`config.mk`:
```
export PLATFORM = sky130hd
export DESIGN_NAME = hbs_front
export DESIGN_NICKNAME = d
export VERILOG_FILES = /design/src/rtl/core/hbs_pkg.sv /design/src/rtl/core/hbs_front.sv
export SDC_FILE = /design/constraint.sdc
export NUM_CORES = 2
export LEC_CHECK = 0
export BUFFER_PORTS_ARGS = -buffer_cell sky130_fd_sc_hd__buf_4
export CAP_MARGIN = 15
export CORE_ASPECT_RATIO = 0.7
export CORE_MARGIN = 3
export CORE_UTILIZATION = 55
export DETAILED_ROUTE_END_ITERATION = 7
export PLACE_DENSITY = 0.81
export RECOVER_POWER = 100
export SLEW_MARGIN = 20
export SYNTH_ARGS = -nofsm -noshare
export SYNTH_HDL_FRONTEND = slang
export SYNTH_SLANG_ARGS = --single-unit
```
`constraint.sdc`:
```
create_clock -name clock -period 13.7 [get_ports clock]
set_clock_uncertainty 0.2 [all_clocks]
set_input_delay 0.685 -clock clock [delete_from_list [all_inputs] [get_ports clock]]
set_output_delay 0.685 -clock clock [all_outputs]
set_load 0.1 [all_outputs]
```
`src/rtl/core/hbs_pkg.sv`:
```
package hbs_pkg;

   localparam int DEF_BINS        = 32;
   localparam int DEF_MAX_SAMPLES = 1048575;

   localparam int SAMPLE_W = 32;
   localparam int FRAC_W   = 16;
   localparam int BCFG_W   = 6;
   localparam int CNT_W    = 20;
   localparam int SIGMA_W  = 31;
   localparam int OUT_W    = 192;
   localparam int QDEPTH   = 4;

   localparam logic [CNT_W-1:0]          CNT_MAX   = '1;
   localparam logic [SIGMA_W-1:0]        SIGMA_MAX = '1;
   localparam logic signed [SAMPLE_W-1:0] ONE_Q16  = 32'sd65536;

   localparam logic signed [SAMPLE_W-1:0] LOW_RESET    = '0;
   localparam logic signed [SAMPLE_W-1:0] HIGH_RESET   = ONE_Q16;
   localparam logic [BCFG_W-1:0]          BCOUNT_RESET = 6'd32;

   typedef enum logic [1:0] {
      CSR_LOW_EDGE,
      CSR_HIGH_EDGE,
      CSR_BIN_COUNT
   } csr_index_type;

   typedef enum logic [0:0] {
      KIND_BIN   = 1'b0,
      KIND_STATS = 1'b1
   } rsp_kind_type;

   typedef enum logic [2:0] {
      F_IDLE,
      F_PREP,
      F_CHECK,
      F_DIV,
      F_PUSH
   } front_state_type;

   typedef enum logic [2:0] {
      B_IDLE,
      B_INC,
      B_EMIT_RD,
      B_EMIT_OUT,
      B_STATS
   } back_state_type;

   typedef enum logic [2:0] {
      S_IDLE,
      S_MUL_NS2,
      S_MUL_S1,
      S_MUL_D,
      S_DIV_MEAN,
      S_DIV_SIG,
      S_SQRT,
      S_DONE
   } stats_state_type;

   typedef struct packed {
      logic push;
      logic pop;
      logic full;
      logic empty;
   } queue_status_type;

endpackage

```
`src/rtl/core/hbs_front.sv`:
```
module hbs_front import hbs_pkg::*; #(
   parameter  int BINS  = DEF_BINS,
   localparam int CW    = $clog2(BINS + 1),
   localparam int IW    = (BINS > 1) ? $clog2(BINS) : 1,
   localparam int ENT_W = 1 + CW + 2 * SAMPLE_W + SAMPLE_W + IW + 1
) (
   input  logic                       clock,
   input  logic                       reset,
   input  logic                       req_tvalid,
   output logic                       req_tready,
   input  logic signed [SAMPLE_W-1:0] req_sample,
   input  logic                       req_final,
   input  logic signed [SAMPLE_W-1:0] low_edge,
   input  logic signed [SAMPLE_W-1:0] high_edge,
   input  logic [BCFG_W-1:0]          bin_count,
   output logic                       push,
   output logic [ENT_W-1:0]           push_data,
   input  logic                       full
);

   localparam int NUMW = 33 + CW;
   localparam int SW   = (IW > 1) ? $clog2(IW) : 1;

   front_state_type state_ff, state_in;

   logic signed [SAMPLE_W-1:0] sample_ff, sample_in;
   logic signed [SAMPLE_W-1:0] low_ff, low_in, high_ff, high_in;
   logic                       final_ff, final_in;
   logic [CW-1:0]              cnt_ff, cnt_in;
   logic [NUMW-1:0]            num_ff, num_in, cden_ff, cden_in;
   logic [SAMPLE_W-1:0]        den_ff, den_in;
   logic [2*SAMPLE_W-1:0]      sq_ff, sq_in;
   logic                       below_ff, below_in, top_ff, top_in, wide_ff, wide_in;
   logic [15:0]                k16_ff, k16_in;
   logic [SW-1:0]              step_ff, step_in;
   logic [IW-1:0]              idx_ff, idx_in;
   logic                       inside_ff, inside_in;

   logic signed [SAMPLE_W:0]   diff, span;
   logic [SAMPLE_W-1:0]        mag;
   logic [NUMW-1:0]            den_sh;
   logic [BCFG_W-1:0]          clamped;

   always_ff @(posedge clock) begin
      if (reset) begin
         state_ff <= F_IDLE;
      end else begin
         state_ff <= state_in;
      end
   end

   always_ff @(posedge clock) begin
      sample_ff <= sample_in;
      low_ff    <= low_in;
      high_ff   <= high_in;
      final_ff  <= final_in;
      cnt_ff    <= cnt_in;
      num_ff    <= num_in;
      cden_ff   <= cden_in;
      den_ff    <= den_in;
      sq_ff     <= sq_in;
      below_ff  <= below_in;
      top_ff    <= top_in;
      wide_ff   <= wide_in;
      k16_ff    <= k16_in;
      step_ff   <= step_in;
      idx_ff    <= idx_in;
      inside_ff <= inside_in;
   end

   always_comb begin
      state_in  = state_ff;
      sample_in = sample_ff;
      low_in    = low_ff;
      high_in   = high_ff;
      final_in  = final_ff;
      cnt_in    = cnt_ff;
      num_in    = num_ff;
      cden_in   = cden_ff;
      den_in    = den_ff;
      sq_in     = sq_ff;
      below_in  = below_ff;
      top_in    = top_ff;
      wide_in   = wide_ff;
      k16_in    = k16_ff;
      step_in   = step_ff;
      idx_in    = idx_ff;
      inside_in = inside_ff;
      req_tready = 1'b0;
      push       = 1'b0;

      diff   = {sample_ff[SAMPLE_W-1], sample_ff} - {low_ff[SAMPLE_W-1], low_ff};
      span   = {high_ff[SAMPLE_W-1], high_ff} - {low_ff[SAMPLE_W-1], low_ff};
      mag    = sample_ff[SAMPLE_W-1] ? (~sample_ff + 1'b1) : sample_ff;
      den_sh = NUMW'(den_ff) << step_ff;

      clamped = bin_count;
      if (bin_count == '0) begin
         clamped = BCFG_W'(1);
      end else if (bin_count > BCFG_W'(BINS)) begin
         clamped = BCFG_W'(BINS);
      end

      unique case (state_ff)
         F_IDLE: begin
            req_tready = 1'b1;
            if (req_tvalid) begin
               sample_in = req_sample;
               final_in  = req_final;
               low_in    = low_edge;
               high_in   = high_edge;
               cnt_in    = CW'(clamped);
               state_in  = F_PREP;
            end
         end
         F_PREP: begin
            num_in   = NUMW'(diff[SAMPLE_W-1:0]) * NUMW'(cnt_ff);
            cden_in  = NUMW'(span[SAMPLE_W-1:0]) * NUMW'(cnt_ff);
            den_in   = span[SAMPLE_W-1:0];
            sq_in    = mag * mag;
            below_in = diff[SAMPLE_W];
            top_in   = (sample_ff == high_ff);
            wide_in  = !span[SAMPLE_W] && (span != '0);
            k16_in   = diff[SAMPLE_W-1:FRAC_W];
            state_in = F_CHECK;
         end
         F_CHECK: begin
            idx_in = '0;
            priority if (top_ff) begin
               inside_in = 1'b1;
               idx_in    = IW'(cnt_ff - 1'b1);
               state_in  = F_PUSH;
            end else if (below_ff) begin
               inside_in = 1'b0;
               state_in  = F_PUSH;
            end else if (!wide_ff) begin
               inside_in = (k16_ff < 16'(cnt_ff));
               idx_in    = IW'(k16_ff);
               state_in  = F_PUSH;
            end else if (num_ff >= cden_ff) begin
               inside_in = 1'b0;
               state_in  = F_PUSH;
            end else begin
               inside_in = 1'b1;
               step_in   = SW'(IW - 1);
               state_in  = F_DIV;
            end
         end
         F_DIV: begin
            if (num_ff >= den_sh) begin
               num_in          = num_ff - den_sh;
               idx_in[step_ff] = 1'b1;
            end
            if (step_ff == '0) begin
               state_in = F_PUSH;
            end else begin
               step_in = step_ff - 1'b1;
            end
         end
         F_PUSH: begin
            if (!full) begin
               push     = 1'b1;
               state_in = F_IDLE;
            end
         end
         default: state_in = F_IDLE;
      endcase
   end

   assign push_data = {final_ff, cnt_ff, sq_ff, sample_ff, idx_ff, inside_ff};

endmodule

```
==> summary.md <==
| Metric | Value |
|---|---|
| Outcome | `complete, but fails checks` |
| Violated checks | `max-capacitance violations, max-slew violations` |
| Most Used Layer, Global Route | `met1` |
| CP Max Fanout | `22` |
| Met2 usage | `45.3%` |
| Synthesized area | `57400 sq um` |
| Via/cell ratio | `5.97` |
| Cts bufs inserted | `37` |
| ANT nets after route | `0` |
| H-tree depth | `2` |
| CP Capture Type | `flop` |
| Cells after Synth | `roughly 6k` |
| CP most frequent cell | `fa_1` |
| CORE AREA | `103000 sq um` |
| Grt met3 use | `approximately 17%` |
| Fin nets | `between 7k and 8k` |
| Dominant synthesized flop cell | `edfxtp_1` |
| Io pins | `218` |
| Hold crit path type | `in2reg` |
| Area of the multi-input gates | `42800 sq um` |
| Layout cells sized above 1 | `4.36%` |
| Area leader, netlist | `fa_1` |
| Num Clock Sinks | `306` |
| Area contributors post-synth | `fa_1 (36%), edfxtp_1 (16%), ha_1 (11%), inv_1 (8.5%), nand2_1 (4.7%)` |
| Via count | `45.2k` |
| Die Y | `276 um` |
| IO buf count | `between 200 and 250` |
| Synth Warn # | `0` |
| Clock-pin transition on the worst setup and hold timing paths | `approximately 0.07 ns` |
| Max Freq | `78.7 MHz` |
| Drt wl/cell | `24.1 um` |
| Library cells used by synthesis | `94` |
| Worst slew margin | `-544%` |
| Synth Register Bits | `slightly above 300` |
| Clk buf depth | `3` |
| CTS tree | `done` |
| FFs w/ async S/R, synth | `0%` |
| Post-CTS Setup Inserts | `0` |
| Yosys top cell area share | `36.3%` |
| Die width | `approximately 400 um` |
| First-pass GRT wire length | `280000 um` |
| Synth Area per Inst | `9.54 sq um` |
| Layout area overhead | `7.09%` |
| Drt pass-1 iters | `7` |
| Fin Setup TNS | `0 ns` |
| Worst Path Required | `13.85 ns` |
| Gpl congestion | `~1` |
| Fillers | `8579` |
| Total gr overflow | `0` |
| Post-synth EDFFs | `a little over 300` |
| Period utilization | `92.8%` |
| Detailed placement HPWL | `roughly 150000 um` |
| RSZ-0062 raised after global routing | `false` |
| Maximum number of pins on one net before global-route repair | `153` |
| Critical Path Slowest Stage Cell | `clkinv_1` |
| Final Critical Period | `about 13 ns` |
| Root Driver | `clkbuf_16` |
| Worst-margin pin slew | `9.66 ns` |
| Initial antenna violation count | `2` |
| Final wirelength | `between 150000 and 200000 um` |
| Critical path launch point type | `flop` |
| Final hold viol count | `0` |
| DRC violation count after routing | `0` |
| Post-cts sizing count | `0` |
| CP peak stage delay | `1.21 ns` |
| Met1 usage | `about half` |
| # rows | `98` |
| DIE AREA | `108000 sq um` |
| Max cap viols | `16` |
| Initial core utilization | `55.8%` |
| Critical Path AT | `12.87 ns` |
| Drt first-iter violations | `5369` |
| Gr usage total | `34.3%` |
| Final Max Tran Viols | `726` |
| CP Class | `reg2reg` |
| Vias in the first global route | `46.6k` |
| Post-synthesis sequential area ratio | `16.0%` |
| Hold Buf Count CTS | `0` |
| Clk_lat worst skew | `0.62 ns` |
| Final setup fails | `0` |
| Sequential cell area | `just over 9000 sq um` |
-- worst paths after layout --
| path | depth (start not counted) | slack, ns | end | start |
|---|---|---|---|---|
| min | 1 | 0.06 | high_ff[9] | high_edge[9] |
| max reg2reg | 30 | 0.99 | sq_ff[61] | sample_ff[0] |
| min reg2reg | 2 | 0.43 | idx_ff[0] | idx_ff[0] |
| max | 30 | 0.99 | sq_ff[61] | sample_ff[0] |
-- metrics by stage --
step           utilization [%]  instance area (sq um)  hold slack (ns)  setup slack, ns  instances
2_1_floorplan                -                  57400            0.438             3.42       6032
3_3_place_gp              59.1                  60700            0.400             2.17       7498
3_5_place_dp              59.1                  60700            0.404             2.09       7498
4_1_cts                   60.4                  62000           0.0123             2.04       7565
5_1_grt                   59.8                  61400           0.0402            0.711       7566
6_report                  59.8                  61400           0.0562            0.986       7567
-- registers in the layout (all words and copies together), names as in the netlist --
signal / count
sq_ff: 63
num_ff: 39
cden_ff: 38
den_ff: 32
high_ff: 32
low_ff: 32
sample_ff: 32
k16_ff: 16
cnt_ff: 6
idx_ff: 5
state_ff: 3
step_ff: 3
below_ff: 1
final_ff: 1
inside_ff: 1
top_ff: 1
wide_ff: 1
-- synth_stat cells (6+ instances only) --
cell type / instances
a211o_1: 7
a211oi_1: 28
a21boi_0: 6
a21o_1: 160
a21oi_1: 242
a311oi_1: 6
a31o_2: 11
a31oi_1: 20
and2_1: 47
and3_1: 33
and4_1: 9
buf_1: 12
buf_2: 8
clkbuf_1: 146
clkinv_1: 8
edfxtp_1: 303
fa_1: 1041
ha_1: 522
inv_1: 1297
mux2i_1: 35
mux4_2: 24
nand2_1: 724
nand2b_1: 39
nand3_1: 53
nand4_1: 30
nor2_1: 422
nor2b_1: 44
nor3_1: 34
nor4_1: 20
o2111ai_1: 8
o211ai_1: 16
o21a_1: 35
o21ai_0: 145
o21bai_1: 28
o22ai_1: 6
o31a_1: 10
o31ai_1: 13
o41ai_1: 7
or2_2: 8
or3_1: 12
or4_1: 7
xnor2_1: 158
xor2_1: 134
-- routing by layer --
| layer | wire length (um) | vias to the layer above | part of all wire (%) |
|---|---|---|---|
| li1 | - | 19300 | - |
| met1 | 71500 | 22200 | 39 |
| met2 | 70200 | 3207 | 38 |
| met3 | 33500 | 458 | 18 |
| met4 | 7230 | 2 | 4.0 |
| met5 | 47 | - | 0.026 |
-- placed cells by master, fill, tap and decap left out, types with 37 or more instances in the layout --
master     synthesis  layout
a21o_1           160     160
a21oi_1          242     242
and2_1            47      37
buf_4              3      63
clkbuf_1         146     151
clkbuf_16          0      37
clkbuf_4           0      76
edfxtp_1         303     303
fa_1            1041    1041
ha_1             522     522
inv_1           1297    1297
nand2_1          724     723
nand2b_1          39      39
nand3_1           53      53
nor2_1           422     421
nor2b_1           44      44
o21ai_0          145     145
xnor2_1          158     154
xor2_1           134     132
-- worst max-delay path, delay by kind of cell, from the launching register on --
family,cells,cell delay [ns]
XOR/XNOR,2,0.37
AO/OA/AOI/OAI,6,2.24
flip-flops,1,0.54
buffers and inverters,7,2.73
AND/OR/NAND/NOR,5,1.28
adder cells (fa/ha/maj),10,5.04
-- logic make-up (layout without fill, tap and decap cells) --
| logic type | Yosys count | count (layout) | share of synthesized area (%) |
|---|---|---|---|
| flip-flops | 306 | 306 | 16.0 |
| other | 2 | 27 | 0.0131 |
| AND/OR/NAND/NOR | 1504 | 1504 | 11.4 |
| adder cells (fa/ha/maj) | 1563 | 1563 | 47.7 |
| AO/OA/AOI/OAI | 800 | 800 | 9.03 |
| XOR/XNOR | 293 | 293 | 4.49 |
| buffers and inverters | 1478 | 1661 | 9.73 |
| multiplexers | 63 | 63 | 1.63 |
-- cell type report --
type	instances	share of cell area [%]
Multi-Input combinational cell	4248	69.6
Antenna cell	2	0.00815
Timing Repair Buffer	286	2.60
Tap cell	1350	2.75
Clock buffer	41	1.53
Clock inverter	26	0.562
Inverter	1308	8.00
Sequential cell	306	14.9
Power is not shown: default switching activity piles up to over one toggle a cycle in this logic, so the estimate is an artifact.
