$ cat src/rtl/core/hbs_pkg.sv
package hbs_pkg;

   localparam int DEF_BINS        = 32;
   localparam int DEF_MAX_SAMPLES = 1048575;

   localparam int SAMPLE_W = 32;
   localparam int FRAC_W   = 16;
   localparam int BCFG_W   = 6;
   localparam int CNT_W    = 20;
   localparam int SIGMA_W  = 31;
   localparam int OUT_W    = 192;
   localparam int QDEPTH   = 4;

   localparam logic [CNT_W-1:0]          CNT_MAX   = '1;
   localparam logic [SIGMA_W-1:0]        SIGMA_MAX = '1;
   localparam logic signed [SAMPLE_W-1:0] ONE_Q16  = 32'sd65536;

   localparam logic signed [SAMPLE_W-1:0] LOW_RESET    = '0;
   localparam logic signed [SAMPLE_W-1:0] HIGH_RESET   = ONE_Q16;
   localparam logic [BCFG_W-1:0]          BCOUNT_RESET = 6'd32;

   typedef enum logic [1:0] {
      CSR_LOW_EDGE,
      CSR_HIGH_EDGE,
      CSR_BIN_COUNT
   } csr_index_type;

   typedef enum logic [0:0] {
      KIND_BIN   = 1'b0,
      KIND_STATS = 1'b1
   } rsp_kind_type;

   typedef enum logic [2:0] {
      F_IDLE,
      F_PREP,
      F_CHECK,
      F_DIV,
      F_PUSH
   } front_state_type;

   typedef enum logic [2:0] {
      B_IDLE,
      B_INC,
      B_EMIT_RD,
      B_EMIT_OUT,
      B_STATS
   } back_state_type;

   typedef enum logic [2:0] {
      S_IDLE,
      S_MUL_NS2,
      S_MUL_S1,
      S_MUL_D,
      S_DIV_MEAN,
      S_DIV_SIG,
      S_SQRT,
      S_DONE
   } stats_state_type;

   typedef struct packed {
      logic push;
      logic pop;
      logic full;
      logic empty;
   } queue_status_type;

endpackage

$ cat src/rtl/core/hbs_stats.sv
module hbs_stats import hbs_pkg::*; #(
   parameter  int MAX_SAMPLES = DEF_MAX_SAMPLES,
   localparam int NW   = $clog2(MAX_SAMPLES + 1),
   localparam int SUMW = SAMPLE_W + NW,
   localparam int SQW  = 62 + NW
) (
   input  logic                       clock,
   input  logic                       reset,
   input  logic                       start,
   input  logic signed [SUMW-1:0]     sum_in,
   input  logic [SQW-1:0]             sq_in,
   input  logic [NW-1:0]              n_in,
   output logic                       done,
   output logic signed [SAMPLE_W-1:0] mean,
   output logic [SIGMA_W-1:0]         sigma
);

   localparam int PW = 63 + 2 * NW;
   localparam int DW = 2 * NW;
   localparam int MB = 31 + NW;

   stats_state_type state_ff, state_in;

   logic [PW-1:0]   ma_ff, ma_in, mp_ff, mp_in, ns2_ff, ns2_in, num_ff, num_in;
   logic [MB-1:0]   mb_ff, mb_in;
   logic [DW-1:0]   d_ff, d_in, rem_ff, rem_in;
   logic [63:0]     dvd_ff, dvd_in, q_ff, q_in;
   logic [63:0]     sx_ff, sx_in, sr_ff, sr_in, sb_ff, sb_in;
   logic [6:0]      it_ff, it_in;
   logic signed [SAMPLE_W-1:0] mean_ff, mean_in;
   logic [SIGMA_W-1:0]         sigma_ff, sigma_in;

   logic [MB-1:0]   s1m;
   logic            mul_end;
   logic [DW-1:0]   den;
   logic [DW:0]     sh;
   logic [63:0]     mq, sq_t;
   logic [PW-65:0]  num_hi;

   always_ff @(posedge clock) begin
      if (reset) begin
         state_ff <= S_IDLE;
      end else begin
         state_ff <= state_in;
      end
   end

   always_ff @(posedge clock) begin
      ma_ff    <= ma_in;
      mb_ff    <= mb_in;
      mp_ff    <= mp_in;
      ns2_ff   <= ns2_in;
      num_ff   <= num_in;
      d_ff     <= d_in;
      rem_ff   <= rem_in;
      dvd_ff   <= dvd_in;
      q_ff     <= q_in;
      sx_ff    <= sx_in;
      sr_ff    <= sr_in;
      sb_ff    <= sb_in;
      it_ff    <= it_in;
      mean_ff  <= mean_in;
      sigma_ff <= sigma_in;
   end

   always_comb begin
      state_in = state_ff;
      ma_in    = ma_ff;
      mb_in    = mb_ff;
      mp_in    = mp_ff;
      ns2_in   = ns2_ff;
      num_in   = num_ff;
      d_in     = d_ff;
      rem_in   = rem_ff;
      dvd_in   = dvd_ff;
      q_in     = q_ff;
      sx_in    = sx_ff;
      sr_in    = sr_ff;
      sb_in    = sb_ff;
      it_in    = it_ff;
      mean_in  = mean_ff;
      sigma_in = sigma_ff;

      s1m     = sum_in[SUMW-1] ? MB'(-sum_in) : MB'(sum_in);
      mul_end = (mb_ff == '0);
      den     = (state_ff == S_DIV_MEAN) ? DW'(n_in) : d_ff;
      sh      = {rem_ff, dvd_ff[63]};
      sq_t    = sr_ff + sb_ff;
      num_hi  = num_ff[PW-1:64];
      mq      = '0;

      // shift-add multiply step
      if (state_ff == S_MUL_NS2 || state_ff == S_MUL_S1 || state_ff == S_MUL_D) begin
         if (mb_ff[0]) begin
            mp_in = mp_ff + ma_ff;
         end
         ma_in = ma_ff << 1;
         mb_in = mb_ff >> 1;
      end

      // restoring divide step
      if (state_ff == S_DIV_MEAN || state_ff == S_DIV_SIG) begin
         if (sh >= {1'b0, den}) begin
            rem_in = DW'(sh - {1'b0, den});
            q_in   = {q_ff[62:0], 1'b1};
         end else begin
            rem_in = DW'(sh);
            q_in   = {q_ff[62:0], 1'b0};
         end
         dvd_in = dvd_ff << 1;
         it_in  = it_ff + 1'b1;
      end

      unique case (state_ff)
         S_IDLE, S_DONE: begin
            if (start) begin
               ma_in    = PW'(sq_in);
               mb_in    = MB'(n_in);
               mp_in    = '0;
               state_in = S_MUL_NS2;
            end
         end
         S_MUL_NS2: begin
            if (mul_end) begin
               ns2_in   = mp_ff;
               ma_in    = PW'(s1m);
               mb_in    = s1m;
               mp_in    = '0;
               state_in = S_MUL_S1;
            end
         end
         S_MUL_S1: begin
            if (mul_end) begin
               num_in   = ns2_ff - mp_ff;
               ma_in    = PW'(n_in);
               mb_in    = MB'(n_in - 1'b1);
               mp_in    = '0;
               state_in = S_MUL_D;
            end
         end
         S_MUL_D: begin
            if (mul_end) begin
               d_in     = DW'(mp_ff);
               rem_in   = '0;
               dvd_in   = 64'(s1m);
               q_in     = '0;
               it_in    = '0;
               state_in = S_DIV_MEAN;
            end
         end
         S_DIV_MEAN: begin
            if (it_ff == 7'd63) begin
               mq = q_in + 64'(rem_in != '0);
               mean_in = sum_in[SUMW-1] ? SAMPLE_W'(~mq + 1'b1) : SAMPLE_W'(q_in);
               if (n_in <= NW'(1)) begin
                  sigma_in = '0;
                  state_in = S_DONE;
               end else if (DW'(num_hi) >= d_ff) begin
                  sigma_in = SIGMA_MAX;
                  state_in = S_DONE;
               end else begin
                  rem_in   = DW'(num_hi);
                  dvd_in   = num_ff[63:0];
                  q_in     = '0;
                  it_in    = '0;
                  state_in = S_DIV_SIG;
               end
            end
         end
         S_DIV_SIG: begin
            if (it_ff == 7'd63) begin
               sx_in    = q_in;
               sr_in    = '0;
               sb_in    = 64'h4000_0000_0000_0000;
               it_in    = '0;
               state_in = S_SQRT;
            end
         end
         S_SQRT: begin
            if (sx_ff >= sq_t) begin
               sx_in = sx_ff - sq_t;
               sr_in = (sr_ff >> 1) + sb_ff;
            end else begin
               sr_in = sr_ff >> 1;
            end
            sb_in = sb_ff >> 2;
            it_in = it_ff + 1'b1;
            if (it_ff == 7'd31) begin
               sigma_in = (sr_in > 64'(SIGMA_MAX)) ? SIGMA_MAX : SIGMA_W'(sr_in);
               state_in = S_DONE;
            end
         end
         default: state_in = S_IDLE;
      endcase
   end

   assign done  = (state_ff == S_DONE);
   assign mean  = mean_ff;
   assign sigma = sigma_ff;

endmodule

$ cat src/rtl/core/hbs_back.sv
module hbs_back import hbs_pkg::*; #(
   parameter  int BINS        = DEF_BINS,
   parameter  int MAX_SAMPLES = DEF_MAX_SAMPLES,
   localparam int CW    = $clog2(BINS + 1),
   localparam int IW    = (BINS > 1) ? $clog2(BINS) : 1,
   localparam int ENT_W = 1 + CW + 2 * SAMPLE_W + SAMPLE_W + IW + 1
) (
   input  logic              clock,
   input  logic              reset,
   input  logic              empty,
   output logic              pop,
   input  logic [ENT_W-1:0]  pop_data,
   output logic              rsp_tvalid,
   input  logic              rsp_tready,
   output logic [OUT_W-1:0]  rsp_tdata,
   output logic              rsp_tuser,
   output logic              rsp_tlast
);

   localparam int NW   = $clog2(MAX_SAMPLES + 1);
   localparam int SUMW = SAMPLE_W + NW;
   localparam int SQW  = 62 + NW;
   localparam int CMW  = (NW > CNT_W) ? NW : CNT_W;

   back_state_type state_ff, state_in;

   logic [CNT_W-1:0]           mem [BINS];
   logic [BINS-1:0]            valid_ff, valid_in;
   logic [CNT_W-1:0]           rd_data_ff;
   logic                       rd_valid_ff;
   logic [IW-1:0]              rd_addr, wr_addr;
   logic                       wr_en;
   logic [CNT_W-1:0]           wr_data;

   logic [NW-1:0]              n_ff, n_in;
   logic [CNT_W-1:0]           outside_ff, outside_in;
   logic signed [SAMPLE_W-1:0] min_ff, min_in, max_ff, max_in;
   logic signed [SUMW-1:0]     sum_ff, sum_in;
   logic [SQW-1:0]             sq_ff, sq_in;

   logic [IW-1:0]              idx_ff, idx_in, eb_ff, eb_in;
   logic                       fin_ff, fin_in;
   logic [CW-1:0]              cnt_ff, cnt_in;

   logic                       ovalid_ff, ovalid_in, okind_ff, okind_in;
   logic [OUT_W-1:0]           odata_ff, odata_in;

   logic                       e_final, e_inside;
   logic [CW-1:0]              e_cnt;
   logic [2*SAMPLE_W-1:0]      e_sq;
   logic signed [SAMPLE_W-1:0] e_sample;
   logic [IW-1:0]              e_idx;

   logic                       out_free, st_start, st_done;
   logic signed [SAMPLE_W-1:0] st_mean;
   logic [SIGMA_W-1:0]         st_sigma;
   logic [CMW-1:0]             n_ext;
   logic [CNT_W-1:0]           n_sat, bin_val;
   logic [4:0]                 bin_no;

   assign {e_final, e_cnt, e_sq, e_sample, e_idx, e_inside} = pop_data;

   hbs_stats #(.MAX_SAMPLES(MAX_SAMPLES)) u_stats (
      .clock  (clock),
      .reset  (reset),
      .start  (st_start),
      .sum_in (sum_ff),
      .sq_in  (sq_ff),
      .n_in   (n_ff),
      .done   (st_done),
      .mean   (st_mean),
      .sigma  (st_sigma)
   );

   always_ff @(posedge clock) begin
      if (reset) begin
         state_ff   <= B_IDLE;
         valid_ff   <= '0;
         n_ff       <= '0;
         outside_ff <= '0;
         sum_ff     <= '0;
         sq_ff      <= '0;
         ovalid_ff  <= 1'b0;
      end else begin
         state_ff   <= state_in;
         valid_ff   <= valid_in;
         n_ff       <= n_in;
         outside_ff <= outside_in;
         sum_ff     <= sum_in;
         sq_ff      <= sq_in;
         ovalid_ff  <= ovalid_in;
      end
   end

   always_ff @(posedge clock) begin
      min_ff      <= min_in;
      max_ff      <= max_in;
      idx_ff      <= idx_in;
      eb_ff       <= eb_in;
      fin_ff      <= fin_in;
      cnt_ff      <= cnt_in;
      okind_ff    <= okind_in;
      odata_ff    <= odata_in;
      rd_data_ff  <= mem[rd_addr];
      rd_valid_ff <= valid_ff[rd_addr];
      if (wr_en) begin
         mem[wr_addr] <= wr_data;
      end
   end

   always_comb begin
      state_in   = state_ff;
      valid_in   = valid_ff;
      n_in       = n_ff;
      outside_in = outside_ff;
      sum_in     = sum_ff;
      sq_in      = sq_ff;
      min_in     = min_ff;
      max_in     = max_ff;
      idx_in     = idx_ff;
      eb_in      = eb_ff;
      fin_in     = fin_ff;
      cnt_in     = cnt_ff;
      okind_in   = okind_ff;
      odata_in   = odata_ff;
      ovalid_in  = ovalid_ff && !rsp_tready;
      pop        = 1'b0;
      rd_addr    = eb_ff;
      wr_addr    = idx_ff;
      wr_en      = 1'b0;
      wr_data    = '0;
      out_free   = !ovalid_ff || rsp_tready;
      st_start   = (state_ff == B_EMIT_RD) && (eb_ff == '0);

      n_ext   = CMW'(n_ff);
      n_sat   = (n_ext > CMW'(CNT_MAX)) ? CNT_MAX : CNT_W'(n_ext);
      bin_val = rd_valid_ff ? rd_data_ff : '0;
      bin_no  = 5'(eb_ff);

      unique case (state_ff)
         B_IDLE: begin
            rd_addr = e_idx;
            if (!empty) begin
               pop = 1'b1;
               if (n_ff == '0) begin
                  min_in = e_sample;
                  max_in = e_sample;
               end else begin
                  if (e_sample < min_ff) min_in = e_sample;
                  if (e_sample > max_ff) max_in = e_sample;
               end
               if (n_ff < NW'(MAX_SAMPLES)) begin
                  n_in   = n_ff + 1'b1;
                  sum_in = sum_ff + SUMW'(e_sample);
                  sq_in  = sq_ff + SQW'(e_sq);
               end
               if (!e_inside && outside_ff != CNT_MAX) begin
                  outside_in = outside_ff + 1'b1;
               end
               idx_in = e_idx;
               fin_in = e_final;
               cnt_in = e_cnt;
               eb_in  = '0;
               if (e_inside) begin
                  state_in = B_INC;
               end else if (e_final) begin
                  state_in = B_EMIT_RD;
               end
            end
         end
         B_INC: begin
            wr_en   = 1'b1;
            wr_data = !rd_valid_ff ? CNT_W'(1) :
                      (rd_data_ff == CNT_MAX) ? CNT_MAX : rd_data_ff + 1'b1;
            valid_in[idx_ff] = 1'b1;
            state_in = fin_ff ? B_EMIT_RD : B_IDLE;
         end
         B_EMIT_RD: begin
            state_in = B_EMIT_OUT;
         end
         B_EMIT_OUT: begin
            if (out_free) begin
               ovalid_in = 1'b1;
               okind_in  = KIND_BIN;
               odata_in  = OUT_W'({bin_val, bin_no});
               if (CW'(eb_ff) == cnt_ff - 1'b1) begin
                  state_in = B_STATS;
               end else begin
                  eb_in    = eb_ff + 1'b1;
                  state_in = B_EMIT_RD;
               end
            end
         end
         B_STATS: begin
            if (st_done && out_free) begin
               ovalid_in  = 1'b1;
               okind_in   = KIND_STATS;
               odata_in   = {st_sigma, st_mean, max_ff, min_ff, outside_ff, n_sat,
                             CNT_W'(0), 5'd0};
               valid_in   = '0;
               n_in       = '0;
               outside_in = '0;
               sum_in     = '0;
               sq_in      = '0;
               state_in   = B_IDLE;
            end
         end
         default: state_in = B_IDLE;
      endcase
   end

   assign rsp_tvalid = ovalid_ff;
   assign rsp_tdata  = odata_ff;
   assign rsp_tuser  = okind_ff;
   assign rsp_tlast  = okind_ff;

endmodule

$ cat config.mk
export PLATFORM = sky130hd
export DESIGN_NAME = hbs_back
export DESIGN_NICKNAME = d
export VERILOG_FILES = /design/src/rtl/core/hbs_pkg.sv /design/src/rtl/core/hbs_stats.sv /design/src/rtl/core/hbs_back.sv
export SDC_FILE = /design/constraint.sdc
export NUM_CORES = 2
export LEC_CHECK = 0
export BUFFER_PORTS_ARGS = -buffer_cell sky130_fd_sc_hd__buf_2
export CAP_MARGIN = 15
export CORE_MARGIN = 4
export CORE_UTILIZATION = 64
export DETAILED_ROUTE_END_ITERATION = 10
export PLACE_DENSITY_LB_ADDON = 0.2
export REMOVE_ABC_BUFFERS = 1
export SYNTH_ARGS = -nofsm -noshare
export SYNTH_HDL_FRONTEND = slang
export SYNTH_HIERARCHICAL = 1
export SYNTH_SLANG_ARGS = --single-unit
export TNS_END_PERCENT = 20
$ cat constraint.sdc
create_clock -name clock -period 14.1 [get_ports clock]
set_clock_uncertainty 0.05 [all_clocks]
set_input_delay 2.82 -clock clock [delete_from_list [all_inputs] [get_ports clock]]
set_output_delay 2.82 -clock clock [all_outputs]
set_load 0.05 [all_outputs]
==> key figures <==
Run status
  – Outcome: finished, final reports clean

Floorplan
  – Die area: 0.185 mm2
  – Starting density of the core: 0.645
  – IO Count: 309
  – Core Region: 0.176 mm2
  – Die Wd: 430 um
  – Cell Rows: 154
  – Die height: 430 um

Timing
  – Fmax: 89.7 MHz
  – WHS: 383 ps
  – # setup viols final: 0
  – Slew Viols, Final: 0
  – Setup TNS: 0 ps
  – Setup ws final: 2950 ps
  – Tcrit/Tclk final: 0.791
  – Relative slew slack: 0.159
  – Tmin final: 11150 ps
  – Slew of the pin with the lowest slew margin: 1260 ps
  – RSZ-0062 raised after global routing: false
  – Hold Vio Cnt, Final: 0

Logic synthesis
  – Post-synthesis register bit count: 2049
  – Commonest cells post-synth: edfxtp_1, nand2_1, a21oi_1
  – Seq/Total Area, Yosys: 0.482
  – Simple-gate share of the synthesized area: 0.144
  – Main combinational cell family by area after synthesis: compound AO/OA/AOI/OAI gates
  – Yosys warns: 6
  – Synth cell types: 121
  – Async SR Flop Fraction: 0
  – Top FF cell, synth: edfxtp_1
  – Post-synth top area cell: edfxtp_1
  – Complex-gate fraction of the synthesized area: 0.163
  – Post-synthesis mux area share: 0.0599
  – Synthesized instance count: 11187
  – Top-count cell post-synth: edfxtp_1
  – Xor/xnor cell area share of the yosys netlist: 0.0518
  – Largest cells by area after synthesis: edfxtp_1, dfxtp_1, ha_1
  – Mapped cell area: 0.114 mm2
  – Synth Area in Adders: 0.0675
  – EDFF count, synth: 1383
  – Mean post-synth cell area: 10.2 um2
  – Yosys top cell area share: 0.365

CTS
  – CTS Hold Bufs: 0
  – Htree depth: 4
  – Cts repair resizes: 0
  – Clock Tree Root: clkbuf_16
  – Clk pin slew, worst setup/hold paths: 70 ps
  – CTS Buffer Depth: 3
  – Post-CTS setup buffer count: 0
  – TritonCTS Buffers: 210
  – CTS tree: yes
  – Worst skew pair latency: 920 ps
  – # clock sinks: 2049

Pwr
  – Design Power: 21.9 mW
  – Leak Pwr: 47.9 nW
  – Maximum vdd ir drop: 252 uV
  – Pwr Density: 174 mW/mm2

Placed design
  – Routability cong.: 0.967
  – PortBufs: 308
  – Pre-CTS setup slack: 3230 ps
  – Post-DP HPWL: 246000 um
  – Area post-placement: 0.118 mm2
  – Placed insts: 13404

Worst hold path
  – Hold depth: 2
  – Hold_sp: u_stats/num_ff[55]
  – Hold Path End: u_stats/dvd_ff[55]
  – Hold Crit Class: reg2reg

Finish
  – Fraction of layout cells with a size suffix above 1: 0.104
  – Finished Cell Area: 0.125 mm2
  – Fin cells: 13819
  – Util after Layout: 0.710
  – Area Growth Syn to Fin: 10.1%
  – Nets: 12008

Drt
  – WL final: 358000 um
  – DRC: 0
  – Antenna Nets Post-Route: 0
  – Vias: 92605
  – Pre-antenna DRT Iters: 8
  – Drt initial violations: 10629
  – Drt wl/cell: 25.9 um
  – Number of vias per cell: 6.70

Critical path
  – Flop-to-flop setup slack: 2950 ps
  – Worst Path Required: 14690 ps
  – Startpoint types: flip-flop
  – R2r startpoint: u_stats/state_ff[1]
  – Crit Path Category: reg2reg
  – Slowest stage delay, CP: 1090 ps
  – FF-to-FF End: u_stats/mean[25]
  – Cell depth of the worst flop-to-flop path: 35
  – Arr. time, crit path: 11740 ps
  – Slowest CP cell: dfxtp_1
  – Critical path fanouts, max: 33
  – Crit. End Element: flip-flop

Global route
  – Gr ovfl total: 0
  – Vias in the first global route: 89300
  – Initial antenna violation count: 9
  – First-pass GRT wire length: 539000 um
  – Largest net degree at the start of global routing: 161
  – GRT Total Usage: 0.376

Job
  – Max-Cap Viols: 0
## per-layer routing
| metal | global-route usage | vias up | share of wire |
|---|---|---|---|
| met5 | 0 | - | 0.000092 |
| met3 | 0.0688 | 1109 | 0.095 |
| met4 | 0.209 | 6 | 0.064 |
| met1 | 0.490 | 44629 | 0.38 |
| met2 | 0.599 | 5255 | 0.46 |
| li1 | - | 41606 | - |
## state kept, by name (all words and copies together) (netlist names), 52 cells and up
| signal | count |
|---|---|
| sq_ff | 82 |
| u_stats/sx_ff | 64 |
| rsp_tdata | 192 |
| u_stats/ns2_ff | 103 |
| u_stats/q_ff | 64 |
| u_stats/num_ff | 103 |
| mem | 640 |
| u_stats/sr_ff | 64 |
| u_stats/dvd_ff | 64 |
| sum_ff | 52 |
| u_stats/mp_ff | 103 |
| u_stats/ma_ff | 103 |
## final cells by class
| class | count | area [um2] |
|---|---|---|
| sequential | 2049 | 54900 |
| clock buffer | 263 | 5700 |
| multi-input combinational | 8189 | 55800 |
| antenna | 6 | 15.0 |
| timing repair buffer | 472 | 2900 |
| clock inverter | 138 | 1750 |
| fill | 12672 | 51100 |
| tap | 2340 | 2930 |
| inverter | 362 | 1370 |
## worst max-delay path by stage
stage | from | to | slack (ps)
6_report | u_stats/state_ff[1] | u_stats/mean[25] | 2950
5_1_grt | u_stats/state_ff[1] | u_stats/mean[28] | 2340
4_1_cts | u_stats/state_ff[1] | u_stats/mean[25] | 3250
3_5_place_dp | u_stats/state_ff[1] | u_stats/mean[25] | 3230
3_3_place_gp | u_stats/state_ff[1] | u_stats/mean[28] | 3330
2_1_floorplan | u_stats/state_ff[2] | u_stats/mean[25] | -7560
## cells in the final DEF (no fill, tap or decap), types with 40 or more instances in the layout
master     instances
o21bai_1          93
buf_2            307
o21a_1            66
a22oi_1           61
o21ai_0          658
o211ai_1          52
nand3_1          321
a21o_1           345
a22o_1            47
clkbuf_16        213
nand2b_1          78
nor4_1            50
and3_1           204
clkinv_2          40
mux2i_1          289
xor2_1           349
nor2_1           847
dfxtp_1          663
ha_1             605
nand2_1         1256
nor3_1           162
and2_1            97
edfxtp_1        1383
o31ai_1           69
a31oi_1          119
or3_1             50
a21oi_1          904
nand4_1          166
nor2b_1           76
xnor2_1          324
buf_4            155
a211oi_1          60
inv_1            358
mux4_2           168
## logic make-up after synthesis
| family | count (synthesis) |
|---|---|
| AND/OR/NAND/NOR | 3512 |
| XOR/XNOR | 673 |
| multiplexers | 470 |
| AO/OA/AOI/OAI | 2923 |
| buffers and inverters | 949 |
| adder cells (fa/ha/maj) | 611 |
| flip-flops | 2049 |
## worst max-delay path: cells and delay by family, from the launching register on
family | cells | cell delay (ps)
xor gates and xnor gates | 3 | 490
buffers and inverters | 3 | 830
adders and majority gates | 3 | 1120
and+or+nand+nor | 16 | 4600
AOI/OAI and AO/OA | 8 | 2360
muxes | 2 | 310
DFF | 1 | 1090
## power by group
part	switching, mW	total, mW	internal [mW]
registers	0.597	7.64	7.05
clock network	2.58	5.97	3.39
logic	5.42	8.24	2.82
total	8.59	21.9	13.3
Power figures use the tool's default switching activity.
