### src/rtl/core/hbs_pkg.sv
package hbs_pkg;

   localparam int DEF_BINS        = 32;
   localparam int DEF_MAX_SAMPLES = 1048575;

   localparam int SAMPLE_W = 32;
   localparam int FRAC_W   = 16;
   localparam int BCFG_W   = 6;
   localparam int CNT_W    = 20;
   localparam int SIGMA_W  = 31;
   localparam int OUT_W    = 192;
   localparam int QDEPTH   = 4;

   localparam logic [CNT_W-1:0]          CNT_MAX   = '1;
   localparam logic [SIGMA_W-1:0]        SIGMA_MAX = '1;
   localparam logic signed [SAMPLE_W-1:0] ONE_Q16  = 32'sd65536;

   localparam logic signed [SAMPLE_W-1:0] LOW_RESET    = '0;
   localparam logic signed [SAMPLE_W-1:0] HIGH_RESET   = ONE_Q16;
   localparam logic [BCFG_W-1:0]          BCOUNT_RESET = 6'd32;

   typedef enum logic [1:0] {
      CSR_LOW_EDGE,
      CSR_HIGH_EDGE,
      CSR_BIN_COUNT
   } csr_index_type;

   typedef enum logic [0:0] {
      KIND_BIN   = 1'b0,
      KIND_STATS = 1'b1
   } rsp_kind_type;

   typedef enum logic [2:0] {
      F_IDLE,
      F_PREP,
      F_CHECK,
      F_DIV,
      F_PUSH
   } front_state_type;

   typedef enum logic [2:0] {
      B_IDLE,
      B_INC,
      B_EMIT_RD,
      B_EMIT_OUT,
      B_STATS
   } back_state_type;

   typedef enum logic [2:0] {
      S_IDLE,
      S_MUL_NS2,
      S_MUL_S1,
      S_MUL_D,
      S_DIV_MEAN,
      S_DIV_SIG,
      S_SQRT,
      S_DONE
   } stats_state_type;

   typedef struct packed {
      logic push;
      logic pop;
      logic full;
      logic empty;
   } queue_status_type;

endpackage

### src/rtl/core/hbs_queue.sv
module hbs_queue import hbs_pkg::*; #(
   parameter int W     = 8,
   parameter int DEPTH = QDEPTH
) (
   input  logic         clock,
   input  logic         reset,
   input  logic         push,
   input  logic [W-1:0] push_data,
   input  logic         pop,
   output logic [W-1:0] pop_data,
   output logic         full,
   output logic         empty
);

   localparam int AW = (DEPTH > 1) ? $clog2(DEPTH) : 1;
   localparam int CW = $clog2(DEPTH + 1);

   logic [W-1:0]  mem [DEPTH];
   logic [AW-1:0] wr_ff, wr_in, rd_ff, rd_in;
   logic [CW-1:0] count_ff, count_in;

   always_ff @(posedge clock) begin
      if (reset) begin
         wr_ff    <= '0;
         rd_ff    <= '0;
         count_ff <= '0;
      end else begin
         wr_ff    <= wr_in;
         rd_ff    <= rd_in;
         count_ff <= count_in;
      end
   end

   always_ff @(posedge clock) begin
      if (push) begin
         mem[wr_ff] <= push_data;
      end
   end

   always_comb begin
      wr_in    = wr_ff;
      rd_in    = rd_ff;
      count_in = count_ff;
      if (push) begin
         wr_in = (wr_ff == AW'(DEPTH - 1)) ? '0 : wr_ff + 1'b1;
      end
      if (pop) begin
         rd_in = (rd_ff == AW'(DEPTH - 1)) ? '0 : rd_ff + 1'b1;
      end
      if (push && !pop) begin
         count_in = count_ff + 1'b1;
      end else if (pop && !push) begin
         count_in = count_ff - 1'b1;
      end
   end

   assign pop_data = mem[rd_ff];
   assign full     = (count_ff == CW'(DEPTH));
   assign empty    = (count_ff == '0);

endmodule

### config.mk
export PLATFORM = sky130hd
export DESIGN_NAME = hbs_queue
export DESIGN_NICKNAME = d
export VERILOG_FILES = /design/src/rtl/core/hbs_pkg.sv /design/src/rtl/core/hbs_queue.sv
export SDC_FILE = /design/constraint.sdc
export NUM_CORES = 1
export LEC_CHECK = 0
export BUFFER_PORTS_ARGS = -buffer_cell sky130_fd_sc_hd__buf_2
export CELL_PAD_IN_SITES_DETAIL_PLACEMENT = 0
export CELL_PAD_IN_SITES_GLOBAL_PLACEMENT = 1
export CORE_UTILIZATION = 42
export CTS_CLUSTER_SIZE = 10
export DETAILED_ROUTE_END_ITERATION = 16
export PLACE_DENSITY = 0.78
export SETUP_SLACK_MARGIN = 0.15
export SYNTH_ARGS = -nofsm -noshare
export SYNTH_HDL_FRONTEND = slang
export SYNTH_SLANG_ARGS = --single-unit
### constraint.sdc
create_clock -name clock -period 1.4 [get_ports clock]
set_input_delay 0.07 -clock clock [delete_from_list [all_inputs] [get_ports clock]]
set_output_delay 0.07 -clock clock [all_outputs]
set_load 0.01 [all_outputs]
==> flow_results.org, run 1 <==
** Run status
- Result of the run :: finished with violations
- The final reports fail on negative setup slack.

** STA
- The final max-slew violation count is 0.
- For the pin with the worst max-slew slack, the measured transition is roughly 0.14 ns.
- Peak Freq :: about 680 MHz
- Dividing the final minimum period by the clock period gives 105%.
- Fin Hold WS :: around 0.007 ns
- Crit path time final :: between 1 and 1.5 ns
- Slack of the critical path :: -0.0726 ns
- Across the routed clock network, the largest skew measured is around 0.0054 ns.
- Setup violation total in the final timing report :: 8
- Rel. slew slack :: 90.7%
- The final count of hold timing violations came to 0.
- RSZ-0062 raised after global routing :: true

** Cells and area
- Of the cells placed in the final design, the portion with a size suffix greater than 1 is 41.5%.
- The finished cells cover 2030 µm².
- Number of nets in the finished design :: between 100 and 150
- Diodes inserted :: 0
- Layout area overhead :: 26.8%

** Place
- Final weighted congestion of routability-driven global placement :: slightly above 0.7
- Area post-placement :: about 1800 µm²
- In this run the tool buffered the top-level ports with 21 buffer cells.
- DP HPWL :: about 1700 µm

** Critical path
- For the worst setup path, the data required time is roughly 1.3 ns.
- Worst Setup End Kind :: output pin
- WP data arrival :: approximately 1.4 ns
- Along the worst path, the maximum fanout reaches 5.
- The setup path with the least slack is of type flip-flop to output pin.
- STA classifies the critical path startpoint as a flip-flop.

** Routing
- Once detail routing completed, the nets flagged for antenna violations numbered 0.
- Initial DRC Count :: 13
- Final WL :: ~2400 µm
- DRC Markers :: 0
- Via-per-instance ratio :: roughly 4.8
- The pre-antenna-repair detailed-routing pass consisted of 3 iterations.
- Total via count after detailed routing :: between 800 and 900
- After detailed routing, the average wire length per cell comes to ~14 µm.

** Floorplan
- Die extent in x :: approximately 64 µm
- Core outline area :: between 3000 and 4000 µm²
- The floorplan has 22 rows.
- Initial Util :: approximately 44%
- The die is 63.7 µm tall.
- The die covers a little over 4000 µm².
- Ports placed on the boundary :: 22

** Synth
- Part of the Yosys area used for sequential elements :: around 70%
- After synthesis, the share of flip-flops with an asynchronous set or reset is 0%.
- The Yosys step of the flow raised 0 warnings.
- Post-Synthesis Net Count :: roughly 110
- The number of different library cells used by synthesis comes to 17.
- Counting flops and latches in the post-synthesis netlist gives between 40 and 50.
- Ranked by instance count, the synthesized netlist is headed by edfxtp_1, dfxtp_1, mux4_2, nor2_1, ha_1.
- Cell area after synthesis :: about 1600 µm²
- Primary FF master, synth :: edfxtp_1
- Biggest area contributors in the synthesized netlist :: edfxtp_1, dfxtp_1, mux4_2
- Of the post-synthesis cell area, the dominant cell type holds around 60%.
- The cell count after synthesis came out at 86.
- Yosys mapped a number of flops with a built-in enable equal to 32.
- Averaged over all synthesized cells, the footprint is around 19 µm².
- Most instantiated library cell after synthesis :: edfxtp_1
- Biggest area consumer among synthesized cells :: edfxtp_1

** Clock network
- Clock latency on the worst-skew pair :: 0.29 ns
- Buffers inserted during post-CTS setup optimization :: 0
- Clock tree from TritonCTS :: built
- CTS placed an instance of clkbuf_8 at the clock tree root.
- Max Buffers Root-to-Sink :: 2
- TritonCTS sink count :: 41
- H-tree depth :: 2
- Counting the buffers created by CTS gives 5.
- Clock transition time at the flip-flop clock pins of the worst setup and hold paths :: around 0.070 ns

** Power and ir drop
- For this design the static power due to leakage is 0.000767 µW.
- Power density normalized to cell area :: 1230 nW/µm²
- Highest ir drop seen on vdd :: roughly 0.65 mV

** Global route
- All-layer global routing usage :: between 10% and 20%
- Initial antenna violation count :: 0
- Vias in the first global route :: 849
- Entering global routing, the biggest net connects 13 pins.
- First-pass GRT wire length :: 3940 µm
- Global routing finished with a remaining overflow of 0.

** Hold path
- Class of the tightest hold or removal check :: primary input to flip-flop

** Run
- Count of max-cap constraint violations :: 0
-- through the flow --
step                power, µW  setup slack (ns)  std cells  utilization, %  TNS, ns
floorplan                1640             0.105         86               -        0
global placement         1760           -0.0172        164            50.4  -0.0172
detailed placement       1770           -0.0776        164            50.4  -0.0776
CTS                      2500           -0.0913        177            54.5   -0.664
global route             2610            -0.123        178            55.3   -0.923
finish                   2490           -0.0726        178            55.3   -0.486
-- repair_timing --
action,4_1_cts,5_1_grt
resized for setup,6,3
setup endpoints to repair,17,9
hold endpoints to repair,20,1
hold buffers,5,1
-- critical path: stages, from the launching register on --
cell and delay [ns]:
dfxtp_2 0.34, buf_6 0.13, mux4_2 0.51, buf_6 0.14
-- logic make-up after synthesis --
| group | share of synthesized area [%] |
|---|---|
| fa+ha+maj | 5.95 |
| flops | 71.4 |
| simple gates | 4.85 |
| mux | 13.8 |
| buf+inv | 1.96 |
| xor+xnor | 1.10 |
| compound gates | 0.939 |
-- worst paths after layout --
check / startpoint / end / slack, ns / cells after the start
hold reg to reg: count_ff[2] / count_ff[2] / 0.52 / 2
hold / removal: push_data[0] / mem[2][0] / 0.007 / 1
setup reg to reg: count_ff[1] / count_ff[2] / 0.03 / 4
setup / recovery: flip-flop / pop_data[6] / -0.07 / 3
-- flip-flops by register name, indices dropped and copies added, names as in the netlist, named ones only --
register  flops
count_ff      3
wr_ff         2
mem          32
rd_ff         2
-- where the power goes --
group	switching, µW	total, µW	internal, µW
clock	360	709	349
combinational	157	351	194
sequential	37.6	1430	1390
-- cells in the final DEF (no fill, tap or decap) --
| cell type | n |
|---|---|
| clkinv_2 | 1 |
| o21ai_0 | 1 |
| ha_1 | 5 |
| or3_1 | 1 |
| inv_2 | 2 |
| buf_6 | 6 |
| dlygate4sd3_1 | 6 |
| fa_2 | 1 |
| clkbuf_1 | 2 |
| mux4_2 | 8 |
| dfxtp_2 | 3 |
| buf_4 | 9 |
| dfxtp_4 | 1 |
| nor3b_1 | 2 |
| dfxtp_1 | 5 |
| ha_4 | 1 |
| inv_1 | 2 |
| buf_2 | 17 |
| mux2i_1 | 4 |
| a21oi_1 | 2 |
| and2_1 | 4 |
| nor2_1 | 7 |
| clkbuf_8 | 5 |
| nor3_1 | 1 |
| edfxtp_1 | 32 |
| xor2_1 | 2 |
-- layout make-up --
type / instances / area (µm²)
Inverter: 4 / 15.0
Tap cell: 48 / 60.1
Fill cell: 296 / 1640
Sequential cell: 41 / 1150
Timing Repair Buffer: 38 / 280
Multi-Input combinational cell: 39 / 440
Clock inverter: 1 / 5.00
Clock buffer: 7 / 76.3
-- routing by layer --
metal | global-route usage, % | routed length, µm | up-vias
met4 | 7.95 | 51 | 0
met3 | 5.07 | 114 | 6
met1 | 16.1 | 1060 | 416
met5 | 0 | 0 | -
li1 | - | - | 407
met2 | 22.1 | 1220 | 22
Power figures use the tool's default switching activity.
==> inputs of run 2 (changes only) <==
- CORE_UTILIZATION: 42 -> 45
- CTS_BUF_LIST: not set -> sky130_fd_sc_hd__clkbuf_8
- PLACE_DENSITY: 0.78 -> 0.82
==> flow_results.org, run 2 (synthesis gave the netlist of run 1 again) <==
** Clock network
- Buffers inserted during post-CTS setup optimization :: 0
- Counting every sink on the clock net gives ~40.
- Clock transition time at the flip-flop clock pins of the worst setup and hold paths :: 0.08 ns
- Clock tree from TritonCTS :: built
- The later pin in the worst-skew pair is clocked with a latency of between 0.2 and 0.3 ns.
- CTS built an H-tree with a depth of 2.
- CTS buffer count :: 5
- Counting along the longest clock path gives a buffer depth of 2.
- In this run the clock root is driven by a clkbuf_8.

** Global route
- Maximum number of pins on one net before global-route repair :: 14
- Summed over all layers, the global routing overflow is 0.
- All-layer global routing usage :: 14.9%
- The via count of the first global-routing pass is 782.
- The first global-routing pass estimated 3550 µm of wire.
- The number of antenna violations at the first check in global routing was 0.

** STA
- Share of the clock period used by the worst path after layout :: 106%
- Rel. slew slack :: between 80 and 90%
- The tightest hold path in the finished design has a slack of roughly 0.022 ns.
- RSZ-0062 raised after global routing :: true
- Final Hold Vio Count :: 0
- Setup violations remaining at the end of the flow were counted as 8.
- Peak Freq :: roughly 670 MHz
- For the pin with the worst max-slew slack, the measured transition is just over 0.2 ns.
- Clock skew on the completed layout was measured at roughly 0.0057 ns.
- Slack of the critical path :: -0.0903 ns
- Crit path time final :: between 1 and 1.5 ns
- The final max-slew violation count was 0.

** Critical path
- Category of the worst setup path launch point :: flip-flop
- Data arrives at the worst endpoint at roughly 1.4 ns.
- The worst register-to-register path begins at count_ff[1].
- Reg2Reg Depth :: 4
- In this run the critical register-to-register path is captured at count_ff[2].
- R2r setup slk :: 0.03 ns
- Crit path kind :: flip-flop to output pin
- The critical path ends at pop_data[1].
- Worst Setup End Kind :: output pin
- Largest fanout of any net on the critical path :: 5
- For the worst setup path, the data required time is ~1.3 ns.

** Cells and area
- In the final layout, the registers with the most flip-flops are mem (32), count_ff (3).
- Summing all multi-input logic gate instances after layout gives about 440 µm².
- Relative to the synthesized area, the layout overhead comes to 33.7%.
- Diodes inserted :: 0
- More flip-flops sit in one register than any other, and that register is mem.
- Max reg flops :: 32
- The layout has ~250 filler cells.
- In the layout the commonest cells are edfxtp_1, buf_2, mux4_2, dlygate4sd3_1.
- Fraction of final layout cells sized beyond drive strength 1 :: roughly 42%
- The library cell used most frequently in the layout, excluding fill and tap cells, is edfxtp_1.
- Number of nets in the finished design :: 150
- The sequential cells in the finished layout cover a total of between 1000 and 1500 µm².
- Post-route standard cell area excluding fillers :: about 2100 µm²

** Power and ir drop
- The analysis attributes to cell leakage a power of a little over 0.0008 µW.
- Power density normalized to cell area :: about 1400 nW/µm²
- Highest ir drop seen on vdd :: a little under 0.7 mV
- Power comes to 2900 µW.

** Routing
- Summing over every cut layer, the via total after detailed routing is 854.
- Per-cell routed wire length :: ~14 µm
- The pre-antenna-repair detailed-routing pass consisted of 4 iterations.
- After detailed routing, the number of vias per cell comes to approximately 4.8.
- Count of antenna-violating nets left after detailed routing :: 0
- DRC Markers :: 0
- Initial DRC Count :: 25
- Wires add up to approximately 2400 µm.

** Run status
- The final reports fail on negative setup slack.
- The run finished, with violations left.

** Hold path
- In this run the most critical hold path is launched from reset.
- The path class of the tightest hold or removal check is primary input to flip-flop.

** Place
- After detailed placement, the total cell area comes to roughly 1900 µm².
- Detailed placement ended at an HPWL of about 1700 µm.
- Final weighted congestion of routability-driven global placement :: 0.697
- The count of buffers added on input and output ports is 21.
- Before CTS, the worst setup slack after placement is -0.0864 ns.

** Floorplan
- In this run the standard cell core region covers 3360 µm².
- Row cnt :: 21
- In this run the vertical extent of the chip is a little over 60 µm.
- In this run the horizontal extent of the chip is roughly 62 µm.
- The die covers 3790 µm².
- 22 I/O pins were placed.
- Initial Util :: a little under half

** Run
- Across the run, the number of max-cap violations was 0.
==> run 2: cell types whose count changed in the layout (fill, tap and decap cells not counted) <==
| cell | before | now |
|---|---|---|
| clkbuf_1 | 2 | 0 |
| buf_12 | 0 | 3 |
| dlygate4sd3_1 | 6 | 8 |
| bufinv_16 | 0 | 2 |
| buf_4 | 9 | 7 |
| buf_2 | 17 | 16 |
==> run 2: repair_timing <==
action,CTS,global route
endpoints found under the setup margin,9,25
endpoints found under the hold margin,31,0
resized for setup,4,5
hold buffers,8,0
pin swaps,0,2
gates cloned,0,0
==> run 2: how the worst min path moves through the flow <==
stage	endpoint	slack, ns	cells past startpoint
after floorplan	count_ff[0]	0.13	1
after global placement	mem[0][6]	0.28	1
after global routing	count_ff[1]	0.03	2
final	count_ff[0]	0.02	2
after CTS	count_ff[0]	0.01	2
after detailed placement	mem[3][5]	0.29	1
==> run 2: final cells by class <==
class,count,share of cell area (%)
Multi-Input combinational cell,39,20.6
Clock buffer,5,3.22
Sequential cell,41,53.8
Timing Repair Buffer,40,15.9
Tap cell,46,2.69
Clock inverter,3,3.05
Inverter,4,0.703
==> run 2: per-layer routing <==
layer | vias to the layer above | track usage (%) | part of all wire (%)
li1 | 416 | - | -
met1 | 414 | 16.0 | 43
met2 | 20 | 24.6 | 51
met3 | 4 | 6.93 | 4.3
met4 | 0 | 7.62 | 1.6
met5 | - | 0 | 0
==> run 2: stage by stage <==
stage / util [%] / TNS [ns] / cells
2_1_floorplan: - / 0 / 86
3_3_place_gp: 56.0 / -0.0223 / 162
3_5_place_dp: 56.0 / -0.0864 / 162
4_1_cts: 62.7 / -0.758 / 178
5_1_grt: 63.5 / -1.08 / 178
6_report: 63.5 / -0.613 / 178
==> run 2: worst max-delay path, stage by stage (launching register included) <==
cell and delay, ns:
dfxtp_2 0.34, buf_6 0.13, mux4_2 0.52, buf_6 0.14
==> run 2: where the power goes <==
part | switching [µW] | internal [µW] | leakage, µW | total [µW]
logic | 165 | 216 | 0.000375 | 380
clock network | 388 | 708 | 0.0000681 | 1100
registers | 36.3 | 1390 | 0.000370 | 1420
==> inputs of run 3 (changes only) <==
- RECOVER_POWER: not set -> 50
==> flow_results.org, run 3 (synthesis gave the netlist of run 1 again) <==
** Run status
- The flow ran to the end, but the final reports show violations.
- Violated checks :: negative setup slack

** Power and ir drop
- Highest ir drop seen on vdd :: 0.674 mV
- Power density normalized to cell area :: 1360 nW/µm²
- Total power after layout :: just under 3000 µW
- Switching pwr :: a little under 600 µW
- Sequential group share of total power :: 49.1%
- Combinational logic is responsible for a little over an eighth of the overall power.
- Leakage power :: 0.000790 µW
- In this run switching power makes up 20.4% of total power.
- Power share of the clock group :: 37.8%
- Cell-internal power :: approximately 2300 µW

** Global route
- First-pass GRT wire length :: around 3600 µm
- The total overflow left after global routing is 0.
- Global routing consumed, over all layers together, between 10% and 20% of the routing resources.
- The via count of the first global-routing pass came to around 800.
- Entering global routing, the biggest net connects 14 pins.
- The number of antenna violations at the first check in global routing came to 0.

** Clock network
- H-tree depth :: 2
- After clock tree synthesis, the setup repair step added 0 buffers.
- TritonCTS built the clock tree.
- Clock tree synthesis inserted a total of 5 buffers.
- The clock passes through at most 2 buffers.
- Clock-pin slew was measured on the worst setup and hold paths at ~0.08 ns.
- Root Buffer Master :: clkbuf_8
- TritonCTS sink count :: 41
- The later pin in the worst-skew pair is clocked with a latency of roughly 0.29 ns.

** Critical path
- Reg2reg end :: count_ff[2]
- The worst register-to-register path has a depth of 4.
- The critical path is of the flip-flop to output pin type.
- Critical R2R Launch :: count_ff[1]
- Largest fanout of any net on the critical path :: 3
- WP data arrival :: 1.42 ns
- STA classifies the critical path startpoint as a flip-flop.
- Worst Setup End Kind :: output pin
- The critical path ends at pop_data[0].
- Data on the critical path is required at its endpoint by 1.33 ns.
- R2r setup slk :: 0.03 ns

** STA
- Tightest Pin Transition :: 0.202 ns
- Rel. slew slack :: around 87%
- Derived from the worst setup path, the maximum achievable clock frequency is 670 MHz.
- Adding up every negative setup slack in the final design gives -0.618 ns.
- Setup violations remaining at the end of the flow were counted as 8.
- Setup repair after global routing could not meet its margin everywhere.
- In the post-route analysis, the smallest setup slack over all paths is -0.0924 ns.
- Number of pins exceeding their max-slew limit in the final report :: 0
- Final Hold Vio Count :: 0
- The smallest clock period supported by the final layout is computed as 1.49 ns.
- Share of the clock period used by the worst path after layout :: 107%
- Across the routed clock network, the largest skew measured is approximately 0.006 ns.

** Floorplan
- Ports placed on the boundary :: 22
- Row cnt :: 21
- Die Outline Area :: about 3800 µm²
- Initial Util :: 47.5%
- Core outline area :: between 3000 and 4000 µm²
- The die is a little over 60 µm tall.
- From left edge to right edge, the die measures 61.6 µm.

** Cells and area
- Largest registers ranked by flip-flop count :: mem (32), count_ff (3)
- Fin util :: 63.2%
- Number of nets in the finished design :: 150
- Of the cells placed in the final design, the portion with a size suffix greater than 1 is between 30% and 40%.
- Fill cell instance count of the final layout :: roughly 260
- Max reg flops :: 32
- In the layout the commonest cells are edfxtp_1, mux4_2, dlygate4sd3_1, buf_2, clkbuf_1.
- From synthesis to final layout, the design area changed by 33.0%.
- Diodes inserted :: 0
- Total area of sequential cells :: 1150 µm²
- Once layout is done, the placed cells without fillers occupy 2120 µm².
- Leaving out fill and tap cells, the most frequent cell in the layout is edfxtp_1.
- Register with the highest flop count :: mem
- In the final layout, the multi-input gates occupy between 400 and 500 µm².

** Routing
- Per-cell routed wire length :: 13.7 µm
- In the routed layout, each cell is associated on average with a via count of about 4.8.
- TritonRoute pass-1 iters :: 4
- For this block, the routed nets add up to between 2000 and 2500 µm of wire.
- Once detail routing completed, the nets flagged for antenna violations numbered 0.
- Initial DRC Count :: 26
- In the routed design, unresolved DRC markers number 0.
- Summing over every cut layer, the via total after detailed routing is roughly 850.

** Place
- The congestion estimate from routability-driven global placement came to ~0.7.
- Detailed placement ended at an HPWL of roughly 1700 µm.
- Area post-placement :: 1880 µm²
- During placement, the flow inserted port buffers numbering 21.

** Hold path
- The path class of the tightest hold or removal check is primary input to flip-flop.

** Run
- Max-cap violations in this run came to 0.
run 3: metrics by stage:
step	instances	worst slack, ns	hold slack (ns)
after floorplan	86	0.105	0.135
after global placement	162	-0.0223	0.280
after detailed placement	162	-0.0864	0.288
after CTS	178	-0.115	0.0142
after global routing	178	-0.144	0.0262
final	178	-0.0924	0.0227
run 3: critical path, cell delays in order, from the launching register on:
cell and delay, ns:
dfxtp_2 0.34, buf_4 0.14, mux4_2 0.49, buf_2 0.16
run 3: what timing repair did:
action / CTS / global route
gates resized for setup: 4 / 5
hold buffers: 8 / 0
setup endpoints to repair: 9 / 25
endpoints found under the hold margin: 31 / 0
pin swaps: 0 / 2
run 3: worst min-delay path by stage:
stage | start | end | slack, ns | depth (start not counted)
final | reset | count_ff[1] | 0.02 | 2
after global routing | reset | count_ff[1] | 0.03 | 2
after CTS | reset | count_ff[0] | 0.01 | 2
after detailed placement | push_data[5] | mem[3][5] | 0.29 | 1
after global placement | push_data[6] | mem[0][6] | 0.28 | 1
after floorplan | reset | count_ff[0] | 0.13 | 1
run 3: metal layers:
| metal | track usage, % | wire length, µm | up-vias |
|---|---|---|---|
| met1 | 16.0 | 1050 | 410 |
| li1 | - | - | 416 |
| met4 | 7.62 | 39 | 0 |
| met5 | 0 | 0 | - |
| met2 | 24.6 | 1240 | 22 |
| met3 | 6.93 | 115 | 4 |
run 3: area by class of cell:
cell class | count | area share, %
Inverter | 4 | 0.707
Timing Repair Buffer | 40 | 15.5
Multi-Input combinational cell | 39 | 20.7
Clock inverter | 3 | 3.06
Sequential cell | 41 | 54.0
Tap cell | 46 | 2.71
Clock buffer | 5 | 3.24
run 3: power groups by stage:
stage	registers [µW]	clock network, µW	logic (µW)
2_1_floorplan	1440	0	196
3_3_place_gp	1450	0	326
3_5_place_dp	1450	0	336
4_1_cts	1420	1120	366
5_1_grt	1430	1170	416
6_report	1420	1100	378
